`config.mk`:
```
export PLATFORM = sky130hd
export DESIGN_NAME = tlb_refill_round_robin
export DESIGN_NICKNAME = d
export VERILOG_FILES = /design/src/hw/rtl/tlbrr_pkg.sv /design/src/hw/rtl/tlb_refill_round_robin.sv /design/src/hw/rtl/tlbrr_ram.sv
export SDC_FILE = /design/constraint.sdc
export NUM_CORES = 2
export LEC_CHECK = 0
export BUFFER_PORTS_ARGS = -buffer_cell sky130_fd_sc_hd__buf_2
export CORE_MARGIN = 3
export CORE_UTILIZATION = 40
export DETAILED_ROUTE_END_ITERATION = 10
export PLACE_DENSITY = 0.54
export RECOVER_POWER = 25
export SKIP_CTS_REPAIR_TIMING = 1
export SLEW_MARGIN = 20
export SYNTH_ARGS = -nofsm -noshare
export SYNTH_HDL_FRONTEND = slang
export SYNTH_SLANG_ARGS = --single-unit
```
`constraint.sdc`:
```
create_clock -name clk -period 3.8 [get_ports clk]
set_input_delay 0.76 -clock clk [delete_from_list [all_inputs] [get_ports clk]]
set_output_delay 0.76 -clock clk [all_outputs]
set_load 0.03 [all_outputs]
```
`src/hw/rtl/tlbrr_pkg.sv`:
```
`timescale 1ns / 1ps

package tlbrr_pkg;

  localparam int PAGE_W  = 20;
  localparam int FRAME_W = 20;
  localparam int REQ_W   = 2;
  localparam int EVENT_W = 3;
  localparam int SLOT_W  = 6;

  typedef enum logic [REQ_W-1:0] {
    REQ_LOAD     = 2'd0,
    REQ_INV_ALL  = 2'd1,
    REQ_INV_PAGE = 2'd2,
    REQ_UNUSED   = 2'd3
  } req_t;

  typedef enum logic [EVENT_W-1:0] {
    EV_LOAD_FREE    = 3'd0,
    EV_LOAD_REPLACE = 3'd1,
    EV_INV_ALL      = 3'd2,
    EV_INV_PAGE     = 3'd3,
    EV_NOT_PRESENT  = 3'd4
  } event_t;

  typedef enum logic [1:0] {
    ST_IDLE,
    ST_LOAD,
    ST_PAGE
  } state_t;

  // one word of the entry memory
  typedef struct packed {
    logic [PAGE_W-1:0]  page;
    logic [FRAME_W-1:0] frame;
    logic               writable;
  } entry_t;

endpackage

```
`src/hw/rtl/tlb_refill_round_robin.sv`:
```
`timescale 1ns / 1ps

// TLB entry manager with round-robin replacement. A request is taken at a
// rising edge with start high and busy low; its single result (if any) shows
// on out_event_res / out_slot for exactly one cycle with out_valid high, and
// the receiver cannot stall it, so it must take every result the cycle it
// appears. Invalidate-all finishes in the cycle of the transfer and its
// result follows in the next cycle. A load keeps busy high while it searches
// for a free slot, stepping one valid bit per cycle. The load that finds no
// free slot walks all ENTRIES valid bits, sets the full flag and replaces the
// victim; every load after that replaces the victim with no search.
// Invalidate-page checks one entry per cycle through the read port of the
// entry memory, until it finds the page or has checked all ENTRIES entries.
// The unused request code gives no result and never raises busy. After
// reset the table is empty at once; no clearing pass is needed.
module tlb_refill_round_robin #(
  parameter int ENTRIES = 64
) (
  input  logic                          clk,
  input  logic                          rst_n,
  input  logic                          start,
  output logic                          busy,
  input  logic [tlbrr_pkg::REQ_W-1:0]   in_req_type,
  input  logic [tlbrr_pkg::PAGE_W-1:0]  in_page_number,
  input  logic [tlbrr_pkg::FRAME_W-1:0] in_frame_number,
  input  logic                          in_read_only,
  output logic                          out_valid,
  output logic [tlbrr_pkg::EVENT_W-1:0] out_event_res,
  output logic [tlbrr_pkg::SLOT_W-1:0]  out_slot
);

  import tlbrr_pkg::*;

  localparam int IW = (ENTRIES > 1) ? $clog2(ENTRIES) : 1;
  // index widened to at least the slot field, so the low bits can be taken
  localparam int XW = (IW > SLOT_W) ? IW : SLOT_W;
  localparam logic [IW-1:0] LAST = IW'(ENTRIES - 1);

  // slot field carries the low bits of the entry index
  function automatic logic [SLOT_W-1:0] to_slot(input logic [IW-1:0] idx);
    logic [XW-1:0] ext;
    ext = XW'(idx);
    return ext[SLOT_W-1:0];
  endfunction

  // control state
  state_t              state_r, state_nxt;
  logic [IW-1:0]       idx_r, idx_nxt;      // scan position
  logic [IW-1:0]       vict_r, vict_nxt;    // round-robin victim pointer
  logic                full_r, full_nxt;    // sticky, cleared only by reset
  logic [ENTRIES-1:0]  valid_r, valid_nxt;  // per-entry valid marks

  // captured request
  logic [PAGE_W-1:0]   page_r, page_nxt;
  logic [FRAME_W-1:0]  frame_r, frame_nxt;
  logic                ro_r, ro_nxt;

  // result register
  logic                out_valid_r, out_valid_nxt;
  event_t              out_event_r, out_event_nxt;
  logic [SLOT_W-1:0]   out_slot_r, out_slot_nxt;

  // entry memory port
  logic                we;
  logic [IW-1:0]       waddr;
  entry_t              wdata;
  logic                re;
  logic [IW-1:0]       raddr;
  logic [$bits(entry_t)-1:0] rdata_raw;
  entry_t              rdata;

  logic                do_replace;

  tlbrr_ram #(
    .WIDTH ($bits(entry_t)),
    .DEPTH (ENTRIES)
  ) u_entry_ram (
    .clk   (clk),
    .we    (we),
    .waddr (waddr),
    .wdata (wdata),
    .re    (re),
    .raddr (raddr),
    .rdata (rdata_raw)
  );

  assign rdata = entry_t'(rdata_raw);

  // a load always writes the captured request
  assign wdata = '{page: page_r, frame: frame_r, writable: ~ro_r};

  always_ff @(posedge clk) begin
    if (!rst_n) begin
      state_r     <= ST_IDLE;
      idx_r       <= '0;
      vict_r      <= '0;
      full_r      <= 1'b0;
      valid_r     <= '0;
      out_valid_r <= 1'b0;
    end else begin
      state_r     <= state_nxt;
      idx_r       <= idx_nxt;
      vict_r      <= vict_nxt;
      full_r      <= full_nxt;
      valid_r     <= valid_nxt;
      out_valid_r <= out_valid_nxt;
    end
  end

  // payload registers, no reset
  always_ff @(posedge clk) begin
    page_r      <= page_nxt;
    frame_r     <= frame_nxt;
    ro_r        <= ro_nxt;
    out_event_r <= out_event_nxt;
    out_slot_r  <= out_slot_nxt;
  end

  always_comb begin
    state_nxt     = state_r;
    idx_nxt       = idx_r;
    vict_nxt      = vict_r;
    full_nxt      = full_r;
    valid_nxt     = valid_r;
    page_nxt      = page_r;
    frame_nxt     = frame_r;
    ro_nxt        = ro_r;
    out_valid_nxt = 1'b0;
    out_event_nxt = out_event_r;
    out_slot_nxt  = out_slot_r;
    we            = 1'b0;
    waddr         = idx_r;
    re            = 1'b0;
    raddr         = idx_r + 1'b1;
    do_replace    = 1'b0;

    case (state_r)
      ST_IDLE: begin
        if (start) begin
          page_nxt  = in_page_number;
          frame_nxt = in_frame_number;
          ro_nxt    = in_read_only;
          case (req_t'(in_req_type))
            REQ_LOAD: begin
              idx_nxt   = '0;
              state_nxt = ST_LOAD;
            end
            REQ_INV_ALL: begin
              // only the valid marks go, entry contents stay
              valid_nxt     = '0;
              out_valid_nxt = 1'b1;
              out_event_nxt = EV_INV_ALL;
              out_slot_nxt  = '0;
            end
            REQ_INV_PAGE: begin
              // prime the read of entry 0
              re        = 1'b1;
              raddr     = '0;
              idx_nxt   = '0;
              state_nxt = ST_PAGE;
            end
            default: begin
              // unused code: no change, no result
            end
          endcase
        end
      end

      ST_LOAD: begin
        if (full_r) begin
          do_replace = 1'b1;
        end else if (!valid_r[idx_r]) begin
          // first free slot found
          we             = 1'b1;
          waddr          = idx_r;
          valid_nxt[idx_r] = 1'b1;
          out_valid_nxt  = 1'b1;
          out_event_nxt  = EV_LOAD_FREE;
          out_slot_nxt   = to_slot(idx_r);
          state_nxt      = ST_IDLE;
        end else if (idx_r == LAST) begin
          // table just filled up, switch to round-robin for good
          full_nxt   = 1'b1;
          do_replace = 1'b1;
        end else begin
          idx_nxt = idx_r + 1'b1;
        end

        if (do_replace) begin
          we                = 1'b1;
          waddr             = vict_r;
          valid_nxt[vict_r] = 1'b1;
          out_valid_nxt     = 1'b1;
          out_event_nxt     = EV_LOAD_REPLACE;
          out_slot_nxt      = to_slot(vict_r);
          vict_nxt          = (vict_r == LAST) ? '0 : vict_r + 1'b1;
          state_nxt         = ST_IDLE;
        end
      end

      ST_PAGE: begin
        // rdata holds entry idx_r, read in the previous cycle
        if (valid_r[idx_r] && (rdata.page == page_r)) begin
          valid_nxt[idx_r] = 1'b0;
          out_valid_nxt    = 1'b1;
          out_event_nxt    = EV_INV_PAGE;
          out_slot_nxt     = to_slot(idx_r);
          state_nxt        = ST_IDLE;
        end else if (idx_r == LAST) begin
          out_valid_nxt = 1'b1;
          out_event_nxt = EV_NOT_PRESENT;
          out_slot_nxt  = '0;
          state_nxt     = ST_IDLE;
        end else begin
          re      = 1'b1;
          raddr   = idx_r + 1'b1;
          idx_nxt = idx_r + 1'b1;
        end
      end

      default: begin
        state_nxt = ST_IDLE;
      end
    endcase
  end

  assign busy          = (state_r != ST_IDLE);
  assign out_valid     = out_valid_r;
  assign out_event_res = out_event_r;
  assign out_slot      = out_slot_r;

endmodule

```
`src/hw/rtl/tlbrr_ram.sv`:
```
`timescale 1ns / 1ps

module tlbrr_ram #(
  parameter int WIDTH = 8,
  parameter int DEPTH = 64,
  localparam int AW = (DEPTH > 1) ? $clog2(DEPTH) : 1
) (
  input  logic             clk,
  input  logic             we,
  input  logic [AW-1:0]    waddr,
  input  logic [WIDTH-1:0] wdata,
  input  logic             re,
  input  logic [AW-1:0]    raddr,
  output logic [WIDTH-1:0] rdata
);

  logic [WIDTH-1:0] mem [DEPTH];

  always_ff @(posedge clk) begin
    if (we) begin
      mem[waddr] <= wdata;
    end
    if (re) begin
      rdata <= mem[raddr];
    end
  end

endmodule

```
### Word-level counts from Yosys, hierarchy flattened

Memories as Yosys holds them, arrays and structs flattened. A register that Yosys moved wholly into a read port is not among the register bits.
Index checks and enable logic that the tools add are counted.

* mux-type cells: 70
* magnitude comparators: 4
* reductions and logical operators: 14
* bitwise operators: 5
* equal/unequal tests: 18
* divide/modulo/power cells: 0
* multipliers: 0
* shift-type cells: 0
* add/subtract/negate cells: 2

Operators with widths (count)
* $mux 64: 7
* $pmux 64 s3: 1
* $or 64x64->64: 2
* $mux 6: 19
* $and 64x64->64: 1
* $not 64->64: 1
* $pmux 6 s3: 2
* $mux 3: 7
* $eq 20x20->1: 1
* $mux 1: 20
* $lt 6x7->1 const B: 2
* $add 6x1->6 const B: 2
* $demux 1 s6: 2
* $eq 6x6->1 const B: 2
* $ge 6x1->1 const B: 2
* $mux 2: 6
* $ne 2x2->1 const B: 6
* $reduce_and 6->1: 2
* $ne 3x3->1 const B: 3
* $pmux 3 s3: 1
* $bmux 1 s6: 1
* $pmux 2 s3: 1
* $reduce_and 5->1: 1
* $eq 2x1->1 const B: 2
* other kinds (14): 19

* input bits: 46
* word-level logic and storage cells: 125
* output and inout bits: 11
* bits in latches: 0
* bits in read-only memories: 0
* register bits: 130
* memories kept: 1
* RAM bits: 2624

Memory list
* u_entry_ram.mem: depth 64, width 41, rd ports 1, clocked after memory_dff 1, wr ports 1, line tlbrr_ram.sv:17 `logic [WIDTH-1:0] mem [DEPTH];`

### Logic depth before layout (Yosys ltp)

* depth in word-level cells: 11
* depth in mapped cells: 14
* mapped depth without buffers: 10

### By module

A second synthesis with hierarchy kept.

* cells, all modules: 5071
* area, all modules: 108331.4 µm²

By module, submodules not included
* tlbrr_ram: times used 1, cells each 4224, area an instance 100528.9 µm², seq. area each 80026.8 µm²
* tlb_refill_round_robin: times used 1, cells each 847, area an instance 7802.5 µm², seq. area each 3103.0 µm²

### Worst setup path after synthesis

Ideal clock, no wire load.

* path type: reg-to-reg
* start: register idx_r[0]
* end: memory u_entry_ram.mem[23][21] in the netlist's numbering, enable pin
* clock period less this slack: 4.192 ns
* library setup time: 0.422 ns
* arrival: 3.769 ns
* cell stages (with the launch flop): 13
* data required time: 3.378 ns
* setup slack: -0.392 ns
* cell sequence: dfxtp_1 > buf_4 > nor2b_1 > buf_2 > a221oi_1 > a211o_1 > and4b_1 > buf_6 > and4_1 > buf_6 > nor4_4 > a21oi_2 > nor3_1

* word-level cells in the longest chain between the ends: 9

Ends and longest elaborated chain
* start: declaration: line tlb_refill_round_robin.sv:48 `logic [IW-1:0] idx_r, idx_nxt;`
* start signal: assignment: line tlb_refill_round_robin.sv:102 `idx_r <= idx_nxt;`
* $bmux 1 s6 or $eq 6x6->1 (tied branches): line tlb_refill_round_robin.sv:172, tlb_refill_round_robin.sv:181
* $mux 1, on equally long branches: line tlb_refill_round_robin.sv:172, tlb_refill_round_robin.sv:181
* $mux 1: line tlb_refill_round_robin.sv:172 `end else if (!valid_r[idx_r]) begin`
* $mux 1: line tlb_refill_round_robin.sv:170 `if (full_r) begin`
* $mux 1: line tlb_refill_round_robin.sv:137 `case (state_r)`
* $mux 1: line tlb_refill_round_robin.sv:189 `if (do_replace) begin`
* $mux 1: line tlb_refill_round_robin.sv:137
* $mux 1: line tlbrr_ram.sv:20 `if (we) begin`
* $mux 1 (implied by the code): line tlbrr_ram.sv:21 `mem[waddr] <= wdata;`
* end: declaration: line tlbrr_ram.sv:17

Parallel ways exist; a longest one is shown, timed or not. The select of a mux whose other input is x is not followed.

### Final worst setup path

* start: register idx_r[2]
* end: memory u_entry_ram.mem[33][40] in the netlist's numbering, enable pin

Same word-level chain as after synthesis.

==> summary.md <==
| Metric | Value |
|---|---|
| Status | complete, but fails checks |
| Failing checks | capacitance limit, slew limit |
| Die H | 390 um |
| Final instance area | 0.0695 sq mm |
| Clock share of power | ~40% |
| Main combinational cell family by area after synthesis | compound AO/OA/AOI/OAI gates |
| Num Clock Sinks | between 1000 and 1500 |
| Yosys warnings | 0 |
| Synth Instances | 4392 |
| CP endpoint kind | register |
| Syn_nets | 4444 |
| Max-slew headroom | -28.7% |
| Min cycle time layout | 3.70 ns |
| Hold WS | 0.153 ns |
| Clock Latency Late Sink | 0.79 ns |
| Layout area overhead | 17.7% |
| Psw | 8680 uW |
| First-pass GRT wire length | ~260 mm |
| Post-DP HPWL | 104 mm |
| Port Buf Inserts | 35 |
| Root Driver | clkbuf_16 |
| Hold Vio Cnt, Final | 0 |
| Worst-path clk slew | ~0.06 ns |
| RSZ-0062 raised after global routing | no |
| Top_reg_cell synth | edfxtp_1 |
| Fin crit share | a little over nine tenths |
| EDFF count, synth | 1329 |
| Via Count | just under 40000 |
| Leak pwr | about 0.022 uW |
| Initial antenna violation count | 3 |
| Compound-gate portion of the synthesized area | about an eighth |
| DRT iter0 DRCs | approximately 4200 |
| Placer congestion estimate | between 0.8 and 0.9 |
| Mux contribution to synthesized area | approximately 4.7% |
| Final ANT Viol Nets | 0 |
| Vias in the first global route | about 37000 |
| Comb pwr share | about a tenth |
| CTS max path bufs | 3 |
| DP Area | 0.0646 sq mm |
| GRT Resource Usage Total | between 20% and 30% |
| Final Non-Filler Cells | between 6000 and 7000 |
| Initial cell density of the core | 40.4% |
| Largest net degree at the start of global routing | between 80 and 90 |
| TritonCTS clock tree | done |
| Diodes inserted | 0 |
| Max-cap violation count | 17 |
| Max Slew Vio Count | around 1100 |
| Nets | 4619 |
| Setup Skew | between 0.03 and 0.04 ns |
| Overflow after GRT | 0 |
| Remaining routing DRC violations | 0 |
| Layout cells sized above 1 | between 10% and 20% |
| Post-synthesis sequential area ratio | a little over two thirds |
| Count of final setup violators | 0 |
| Yosys reg bits | between 1000 and 1500 |
| CP arrival | approximately 4.2 ns |
| Worst path required time | between 4 and 5 ns |
| Top-count cell post-synth | edfxtp_1 |
| FMAX | 270 MHz |
| CP max FO | 20 |
| Post-synth ARST share | 0% |
| Worst Max-Slew Pin Slew | approximately 1.9 ns |
| Num CTS Buffers | 154 |
| Part of the power in registers | ~50% |
| Switching share of power | about a quarter |
| Worst Hold Class | primary input to register |
| Post-Synth Simple-Gate Area | around a tenth |
| Place WS | around 0.012 ns |
| Synth area leaders | edfxtp_1 (68%), nand2_1 (4.1%), mux2i_1 (3.2%) |
| Placement Rows | 140 |
| H-tree Lvls | 4 |
| Final WS setup | around 0.10 ns |
| Core area | ~0.15 sq mm |
| Synth cell types | 80 |
| Top-area cell type share of the netlist area | between 60% and 70% |
| Int Power | around 27000 uW |
| CP startpoint kind | register |
| Post-Syn Area | approximately 0.059 sq mm |
| Critical path class | register to register |
| Synth Area in Adders | less than 1% |
| Final wirelength | about 180 mm |
| Synth Area in XOR/XNOR | less than 1% |
| Placed insts | 6328 |
| Die area | ~0.15 sq mm |
| R2R Setup Slk | 0.10 ns |
| I/O pin count | 57 |
| Yosys top cell by area | edfxtp_1 |
| Top post-synthesis cells by count | edfxtp_1 (1329), nand2_1 (649), nand3_1 (277), clkbuf_1 (224), o21ai_0 (194) |
| Vias per inst | a little under 6 |
| Max VDD drop | about 0.0005 V |
| PwrDens | approximately 510 mW/mm^2 |
| Drt pass-1 iters | 6 |
| WL/cell | about 27 um |
| Syn_area_per_cell | about 13 sq um |
| DIE WIDTH | 390 um |
metal layers:
metal  vias up  GRT usage [%]  routed length (um)  share of wire, %
met4         0           8.81                6290               3.5
li1      17380              -                   -                 -
met2      1488           35.3               80800                46
met1     19627           32.9               78200                44
met3       271           3.91               12200               6.9
met5         -              0                   0                 0
sequential cells by signal (all words and copies together) (netlist names):
name,count
u_entry_ram.rdata,20
u_entry_ram.mem,1280
valid_r,64
out_event_res,3
out_valid,1
state_r,2
vict_r,6
full_r,1
idx_r,6
out_slot,6
page_r,20
power by group through the flow:
| stage | Clock (uW) | Combinational [uW] | Sequential (uW) |
|---|---|---|---|
| after floorplan | 0 | 1630 | 17900 |
| after global placement | 0 | 3380 | 17700 |
| after detailed placement | 0 | 3410 | 17700 |
| after CTS | 14800 | 3420 | 17400 |
| after global routing | 15400 | 3640 | 17400 |
| final | 14500 | 3420 | 17400 |
logic make-up after synthesis:
kind of cell / Yosys count
xor+xnor: 28
simple gates: 1298
buf+inv: 380
mux: 253
compound gates: 1018
flops: 1409
fa+ha+maj: 6
final cells by class:
cell class	count	area [sq um]
multi-input cells	2603	16500
well taps	1917	2400
clock buffers	182	4000
repair buffers	375	4110
fillers	12800	76600
flip-flops and latches	1409	41500
clock inverters	96	868
inverters	24	95.1
critical path, cell delays in order (launching register included):
cell and delay, ns:
dfxtp_2 0.56, buf_12 0.19, buf_4 0.12, mux2i_1 0.21
o22ai_1 0.13, a21oi_1 0.13, o2111a_2 0.26, and4_1 0.46
buf_4 0.22, nor3_1 0.06, o221ai_2 0.69, a21oi_2 0.13
buf_12 0.22
per-stage QoR:
step | utilization (%) | power (uW) | TNS [ns]
floorplan | - | 19500 | -358.94
global placement | 44.2 | 21100 | -0.179
detailed placement | 44.2 | 21100 | 0
CTS | 47.6 | 35600 | -0.0105
global route | 47.6 | 36400 | 0
finish | 47.6 | 35300 | 0
layout by cell type (no fill, tap or decap), types with 23 or more instances in the layout:
master / count
edfxtp_1: 1329
nand2_1: 644
nand3_1: 277
buf_4: 208
o21ai_0: 194
mux2i_1: 190
a211oi_1: 169
a21oi_1: 158
clkbuf_16: 156
buf_12: 114
a31oi_1: 107
dfxtp_1: 78
nor2_1: 76
a311oi_1: 71
and3_1: 67
o2bb2ai_1: 58
nor3_1: 58
mux2_2: 51
nor3_2: 51
o22ai_1: 40
clkinv_1: 38
nor2b_1: 32
buf_2: 31
clkbuf_1: 30
o31ai_1: 24
o221ai_1: 23
clkinv_2: 23
final timing paths:
check	start	to	depth (start not counted)
max reg2reg	idx_r[2]	u_entry_ram.mem[33][40]	12
min	in_page_number[3]	page_r[3]	1
max	idx_r[2]	u_entry_ram.mem[33][40]	12
min reg2reg	valid_r[60]	valid_r[60]	1
Note: power is estimated with default switching activity, not from simulation.
